$ cat src/design/motor_feedback_multiturn_tracker_defines.svh
// Assertion macros for the multi-turn tracker. Each macro expects signals
// named clk and rst_n in the scope where it is used.
`ifndef MOTOR_FEEDBACK_MULTITURN_TRACKER_DEFINES_SVH
`define MOTOR_FEEDBACK_MULTITURN_TRACKER_DEFINES_SVH

`ifndef SYNTHESIS

`define MFT_ASSERT_SAME(lbl, ante, cons) \
  lbl: assert property (@(posedge clk) disable iff (!rst_n) (ante) |-> (cons)) \
    else $error("assertion failed");

`define MFT_ASSERT_NEXT(lbl, ante, cons) \
  lbl: assert property (@(posedge clk) disable iff (!rst_n) (ante) |=> (cons)) \
    else $error("assertion failed");

`else

`define MFT_ASSERT_SAME(lbl, ante, cons)

`define MFT_ASSERT_NEXT(lbl, ante, cons)

`endif

`endif

$ cat src/design/mft_pkg.sv
`timescale 1ns / 1ps
`default_nettype none

package mft_pkg;

  localparam int unsigned PosW   = 16;
  localparam int unsigned TurnW  = 32;
  localparam int unsigned AngleW = 46;

  typedef logic [PosW-1:0]          pos_t;
  typedef logic signed [TurnW-1:0]  turns_t;
  typedef logic signed [AngleW-1:0] angle_t;

  // Tracker state as seen by the frame that caused it.
  typedef struct packed {
    turns_t turns;
    pos_t   zero_offset;
  } track_t;

endpackage

`default_nettype wire

$ cat src/design/mft_unwrap.sv
`timescale 1ns / 1ps
`default_nettype none

module mft_unwrap import mft_pkg::*; #(
  parameter int unsigned COUNTS_PER_TURN = 8192
) (
  input  wire logic   clk,
  input  wire logic   rst_n,
  input  wire logic   en,
  input  wire pos_t   pos,
  output track_t      trk
);

  localparam logic signed [PosW:0] HalfTurn = (PosW+1)'(COUNTS_PER_TURN / 2);

  pos_t   prev_pos_r;
  pos_t   offset_r,   offset_nxt;
  logic   captured_r;
  turns_t turns_r,    turns_nxt;
  logic signed [PosW:0] step;

  assign step = $signed({1'b0, pos}) - $signed({1'b0, prev_pos_r});

  always_comb begin
    offset_nxt = offset_r;
    turns_nxt  = turns_r;
    if (!captured_r) begin
      offset_nxt = pos;
    end else if (step > HalfTurn) begin
      turns_nxt = turns_r - TurnW'(1);
    end else if (step < -HalfTurn) begin
      turns_nxt = turns_r + TurnW'(1);
    end
  end

  // The frame sees the state it leaves behind.
  assign trk.turns       = turns_nxt;
  assign trk.zero_offset = offset_nxt;

  always_ff @(posedge clk) begin
    if (!rst_n) begin
      prev_pos_r <= '0;
      offset_r   <= '0;
      captured_r <= 1'b0;
      turns_r    <= '0;
    end else if (en) begin
      prev_pos_r <= pos;
      offset_r   <= offset_nxt;
      captured_r <= 1'b1;
      turns_r    <= turns_nxt;
    end
  end

endmodule

`default_nettype wire

$ cat src/design/motor_feedback_multiturn_tracker.sv
`timescale 1ns / 1ps
`default_nettype none
`include "motor_feedback_multiturn_tracker_defines.svh"
//
//  Channel  Direction  Handshake          Payload
//  in_      input      in_valid/in_ready  seven feedback frame bytes
//  out_     output     out_valid/out_ready unpacked words, turn count, angle
//
//  One frame per cycle is accepted while the output is not stalled; each
//  result goes through stage one, then the output register. Turn tracking
//  feeds stage one; the turn multiply and angle sum feed the output register.
//  A synchronous low rst_n clears the offset capture, turn count and valids.
//  A stalled output holds its result while one more frame waits in stage one.

module motor_feedback_multiturn_tracker import mft_pkg::*; #(
  parameter int unsigned COUNTS_PER_TURN = 8192
) (
  input  wire logic              clk,
  input  wire logic              rst_n,
  input  wire logic              in_valid,
  output logic                   in_ready,
  input  wire logic [7:0]        in_payload_byte0,
  input  wire logic [7:0]        in_payload_byte1,
  input  wire logic [7:0]        in_payload_byte2,
  input  wire logic [7:0]        in_payload_byte3,
  input  wire logic [7:0]        in_payload_byte4,
  input  wire logic [7:0]        in_payload_byte5,
  input  wire logic [7:0]        in_payload_byte6,
  output logic                   out_valid,
  input  wire logic              out_ready,
  output logic [15:0]            out_position,
  output logic signed [15:0]     out_rotor_speed,
  output logic signed [15:0]     out_drive_current,
  output logic [7:0]             out_temperature,
  output logic signed [31:0]     out_turn_count,
  output logic signed [45:0]     out_total_angle
);

  localparam logic [PosW-1:0] Cpt = PosW'(COUNTS_PER_TURN);
  localparam int unsigned ProdW = TurnW + PosW + 1;

  logic   in_xfer, s1_adv;
  pos_t   in_pos;
  track_t trk;

  logic        s1_valid_r;
  pos_t        s1_pos_r;
  logic [15:0] s1_spd_r, s1_cur_r;
  logic [7:0]  s1_temp_r;
  track_t      s1_trk_r;

  logic        out_valid_r;
  pos_t        out_pos_r;
  logic [15:0] out_spd_r, out_cur_r;
  logic [7:0]  out_temp_r;
  turns_t      out_turns_r;
  angle_t      out_angle_r, angle_nxt;

  logic signed [ProdW-1:0] prod, sum;
  logic signed [PosW:0]    diff;

  assign in_pos   = {in_payload_byte0, in_payload_byte1};
  assign s1_adv   = !out_valid_r || out_ready;
  assign in_ready = !s1_valid_r || s1_adv;
  assign in_xfer  = in_valid && in_ready;

  mft_unwrap #(
    .COUNTS_PER_TURN(COUNTS_PER_TURN)
  ) u_unwrap (
    .clk  (clk),
    .rst_n(rst_n),
    .en   (in_xfer),
    .pos  (in_pos),
    .trk  (trk)
  );

  assign prod = $signed({{(ProdW-TurnW){s1_trk_r.turns[TurnW-1]}}, s1_trk_r.turns})
              * $signed({{(ProdW-PosW){1'b0}}, Cpt});
  assign diff = $signed({1'b0, s1_pos_r}) - $signed({1'b0, s1_trk_r.zero_offset});
  assign sum  = prod + $signed({{(ProdW-PosW-1){diff[PosW]}}, diff});
  assign angle_nxt = sum[AngleW-1:0];

  always_ff @(posedge clk) begin
    if (!rst_n) begin
      s1_valid_r  <= 1'b0;
      out_valid_r <= 1'b0;
    end else begin
      if (in_xfer) begin
        s1_valid_r <= 1'b1;
      end else if (s1_adv) begin
        s1_valid_r <= 1'b0;
      end
      if (s1_adv) begin
        out_valid_r <= s1_valid_r;
      end
    end
  end

  always_ff @(posedge clk) begin
    if (in_xfer) begin
      s1_pos_r  <= in_pos;
      s1_spd_r  <= {in_payload_byte2, in_payload_byte3};
      s1_cur_r  <= {in_payload_byte4, in_payload_byte5};
      s1_temp_r <= in_payload_byte6;
      s1_trk_r  <= trk;
    end
    if (s1_adv && s1_valid_r) begin
      out_pos_r   <= s1_pos_r;
      out_spd_r   <= s1_spd_r;
      out_cur_r   <= s1_cur_r;
      out_temp_r  <= s1_temp_r;
      out_turns_r <= s1_trk_r.turns;
      out_angle_r <= angle_nxt;
    end
  end

  assign out_valid         = out_valid_r;
  assign out_position      = out_pos_r;
  assign out_rotor_speed   = $signed(out_spd_r);
  assign out_drive_current = $signed(out_cur_r);
  assign out_temperature   = out_temp_r;
  assign out_turn_count    = out_turns_r;
  assign out_total_angle   = out_angle_r;

  // A full first stage behind a stalled output must hold off new frames.
  `MFT_ASSERT_SAME(a_stall_blocks_input, s1_valid_r && !s1_adv, !in_ready)
  // Every transfer lands in the first stage.
  `MFT_ASSERT_NEXT(a_xfer_fills_s1, in_xfer, s1_valid_r)
  // A taken result with nothing behind it leaves the output empty.
  `MFT_ASSERT_NEXT(a_drain_empties_out, out_valid_r && out_ready && !s1_valid_r, !out_valid_r)

endmodule

`default_nettype wire

$ cat config.mk
export PLATFORM = sky130hd
export DESIGN_NAME = motor_feedback_multiturn_tracker
export DESIGN_NICKNAME = d
export VERILOG_FILES = /design/src/design/mft_pkg.sv /design/src/design/mft_unwrap.sv /design/src/design/motor_feedback_multiturn_tracker.sv
export VERILOG_INCLUDE_DIRS = /design/src /design/src/design
export SDC_FILE = /design/constraint.sdc
export NUM_CORES = 1
export LEC_CHECK = 0
export BUFFER_PORTS_ARGS = -buffer_cell sky130_fd_sc_hd__buf_2
export CAP_MARGIN = 0
export CORE_MARGIN = 2
export CORE_UTILIZATION = 40
export DETAILED_ROUTE_END_ITERATION = 8
export PLACE_DENSITY = 0.59
export SYNTH_ARGS = -nofsm -noshare
export SYNTH_HDL_FRONTEND = slang
export SYNTH_SLANG_ARGS = --single-unit
$ cat constraint.sdc
create_clock -name clk -period 8.2 [get_ports clk]
set_input_delay 1.64 -clock clk [delete_from_list [all_inputs] [get_ports clk]]
set_output_delay 1.64 -clock clk [all_outputs]
set_load 0.03 [all_outputs]
==> impl_results.md <==
- Worst slack, placed: between 1500 and 2000 ps
- Design area: between 15000 and 20000 µm²
- Starting Density: 0.4042
- Vias per std cell: about 5.3
- Pint: between 3000 and 4000 µW
- Crit share post-route: 0.8092
- CTS Hold Bufs: 0
- GRT Residual Overflow: 0
- TritonCTS clock tree: built
- Switching share of power: 0.2963
- GPL Wtd Cong: ~0.86
- Status: finished, final reports clean
- Core area: approximately 36000 µm²
- Highest fanout seen on the critical path: 23
- Wire per inst: about 17 µm
- Worst Hold Class: register to register
- Clk pwr share: 0.338
- Largest net degree at the start of global routing: 90
- Final Hold Fails: 0
- Ranking of synthesized cells by area: edfxtp_1 49%, dfxtp_1 9.1%, ha_1 5.6%
- Crit path launch type: register
- Max incr delay on CP: ~480 ps
- Post-synth cell types: 76
- Post-DP HPWL: 22920 µm
- Area after DPL: between 15000 and 20000 µm²
- Buffers added on ports: approximately 200
- Number of remaining DRC errors: 0
- FMAX: around 150 MHz
- Max_slew headroom: 0.2011
- Final setup margin: 1565 ps
- Global-route wire length before repair: ~53000 µm
- Top cell type's share of synthesized area: 0.4865
- Synth Area per Inst: around 11 µm²
- Flop pwr share: 0.435
- Nets: 1603
- Via count: slightly above 10000
- Area growth from synthesis to layout: 17.37%
- Setup repair bufs after CTS: 0
- I/O pins: between 150 and 200
- Number of max-cap violations: 0
- Dominant cell type by area after synthesis: edfxtp_1
- Seq/Total Area, Yosys: 0.5778
- Ys flop type: edfxtp_1
- Die Span X: 195.7 µm
- DRT Wirelength: 33200 µm
- Synth Instances: 1281
- Combinational share of power: 0.227
- Maximum vdd drop: about 0.13 mV
- Reg clk slew, reported paths: approximately 60 ps
- Setup TNS: 0 ps
- Clock sinks: 305
- Die H: a little under 200 µm
- Share of cells above drive strength 1: 0.1868
- Final setup vio count: 0
- Diode count: 0
- Root buf cell: clkbuf_16
- Buffers from clock root to sink, at most: 3
- Iter 0 DRT Violations: 763
- Critical-path top delay cell: o41ai_1
- RSZ-0062 raised after global routing: no
- Initial antenna violation count: 0
- CP Class: register to register
- Final min period: ~6600 ps
- Final core occ: 0.4744
- Routed Antenna Nets: 0
- Total CTS buffers: 34
- Slew @ Worst Pin: around 1200 ps
- Clock Skews: roughly 20 ps
- CTS resizes: 0
- CP required: 8470 ps
- Worst R2R Setup Slack: between 1500 and 2000 ps
- Synthesized flop and latch total: around 310
- Worst skew pair latency: 530 ps
- Synthesized Nets: about 1400
- Psw: approximately 1300 µW
- 1st-pass router iterations: 5
- Leakage: between 0.006 and 0.007 µW
- Rows: 70
- PD cells: between 200 and 300 nW/µm²
- Most frequent cells in the layout: 238 x edfxtp_1, 195 x buf_2, 146 x nand2_1
- Count of final max-slew check failures: 0
- Synth Cell Area: around 15000 µm²
- Die ar.: between 30000 and 40000 µm²
- Number of flops mapped to enable cells by yosys: approximately 240
- All-layer global routing usage: 0.1720
- Most common cell after layout, fill and taps aside: edfxtp_1
- Maximum level of the CTS H-tree: 2
- Synth warn: 0
- Fraction of registers with async set/reset: 0
- Vias in the first global route: just under 10000
- Crit. End Element: register
- WP data arrival: roughly 6900 ps
[synth_stat cells (8+ instances only)]
cell type and number:
edfxtp_1 238, nand2_1 146, a21oi_1 83, dfxtp_1 67
ha_1 66, nor2_1 62, inv_1 61, xnor2_1 49
o21ai_0 46, clkbuf_1 39, nor3_1 37, and3_1 30
nand3_1 28, xor2_1 28, nand2b_1 26, a21o_1 25
mux2i_1 22, o21a_1 18, mux2_2 14, a22oi_1 13
nand4_1 12, nor2b_1 11, or3_1 10, and2_1 9
a211oi_1 8, nor4_1 8
[flip-flops by register name (all words and copies together) (netlist names)]
signal	flops
out_drive_current	16
out_position	16
out_rotor_speed	16
out_temperature	8
out_total_angle	46
out_turn_count	32
out_valid	1
s1_cur_r	16
s1_pos_r	16
s1_spd_r	16
s1_temp_r	8
s1_trk_r	48
s1_valid_r	1
u_unwrap.captured_r	1
u_unwrap.offset_r	16
u_unwrap.prev_pos_r	16
u_unwrap.turns_r	32
[final timing paths]
path               startpoint             endpoint  depth (start not counted)
setup / recovery  s1_pos_r[0]  out_total_angle[43]                         26
hold reg to reg   s1_spd_r[8]   out_rotor_speed[8]                          0
setup reg to reg  s1_pos_r[0]  out_total_angle[43]                         26
hold / removal    s1_spd_r[8]   out_rotor_speed[8]                          0
[layout make-up]
cell class / instances / area [µm²]
fillers: 3232 / 19100
well taps: 468 / 585.6
inverters: 61 / 234.0
repair buffers: 205 / 1051
clock inverters: 14 / 142.6
clock buffers: 47 / 950.9
multi-input cells: 867 / 5791
flip-flops and latches: 305 / 8488
[critical path: cells and delay by family (launching register included)]
kind	cells	cell delay (ps)
fa+ha+maj	3	910
simple gates	4	520
xor+xnor	1	80
compound gates	15	3980
buf+inv	3	470
flops	1	390
[per-stage QoR]
stage	hold WS [ps]	cells	power, µW
floorplan	400.3	1281	2702
global placement	400.2	1906	2946
detailed placement	404.5	1906	2960
CTS	418.4	1967	4475
global route	421.8	1967	4658
finish	417.2	1967	4427
[power by group through the flow]
stage	Combinational [µW]	Clock, µW	Sequential (µW)
floorplan	647	0	2050
global placement	988	0	1960
detailed placement	1000	0	1960
CTS	1010	1540	1930
global route	1120	1600	1940
finish	1010	1500	1930
[cell families after synthesis]
| kind of cell | Yosys count | share of synthesized area |
|---|---|---|
| AOI/OAI and AO/OA | 260 | 0.1134 |
| xor gates and xnor gates | 77 | 0.04590 |
| adders and majority gates | 69 | 0.06030 |
| buffers and inverters | 109 | 0.02862 |
| DFF | 305 | 0.5778 |
| muxes | 36 | 0.02572 |
| and+or+nand+nor | 425 | 0.1484 |
[per-layer routing]
| metal | share of wire | vias up | global-route usage |
|---|---|---|---|
| met4 | 0.019 | 0 | 0.04770 |
| met1 | 0.49 | 4907 | 0.2513 |
| met5 | 0 | - | 0 |
| met2 | 0.44 | 261 | 0.2667 |
| met3 | 0.054 | 43 | 0.02682 |
| li1 | - | 5130 | - |
Note: power is estimated with default switching activity, not from simulation.
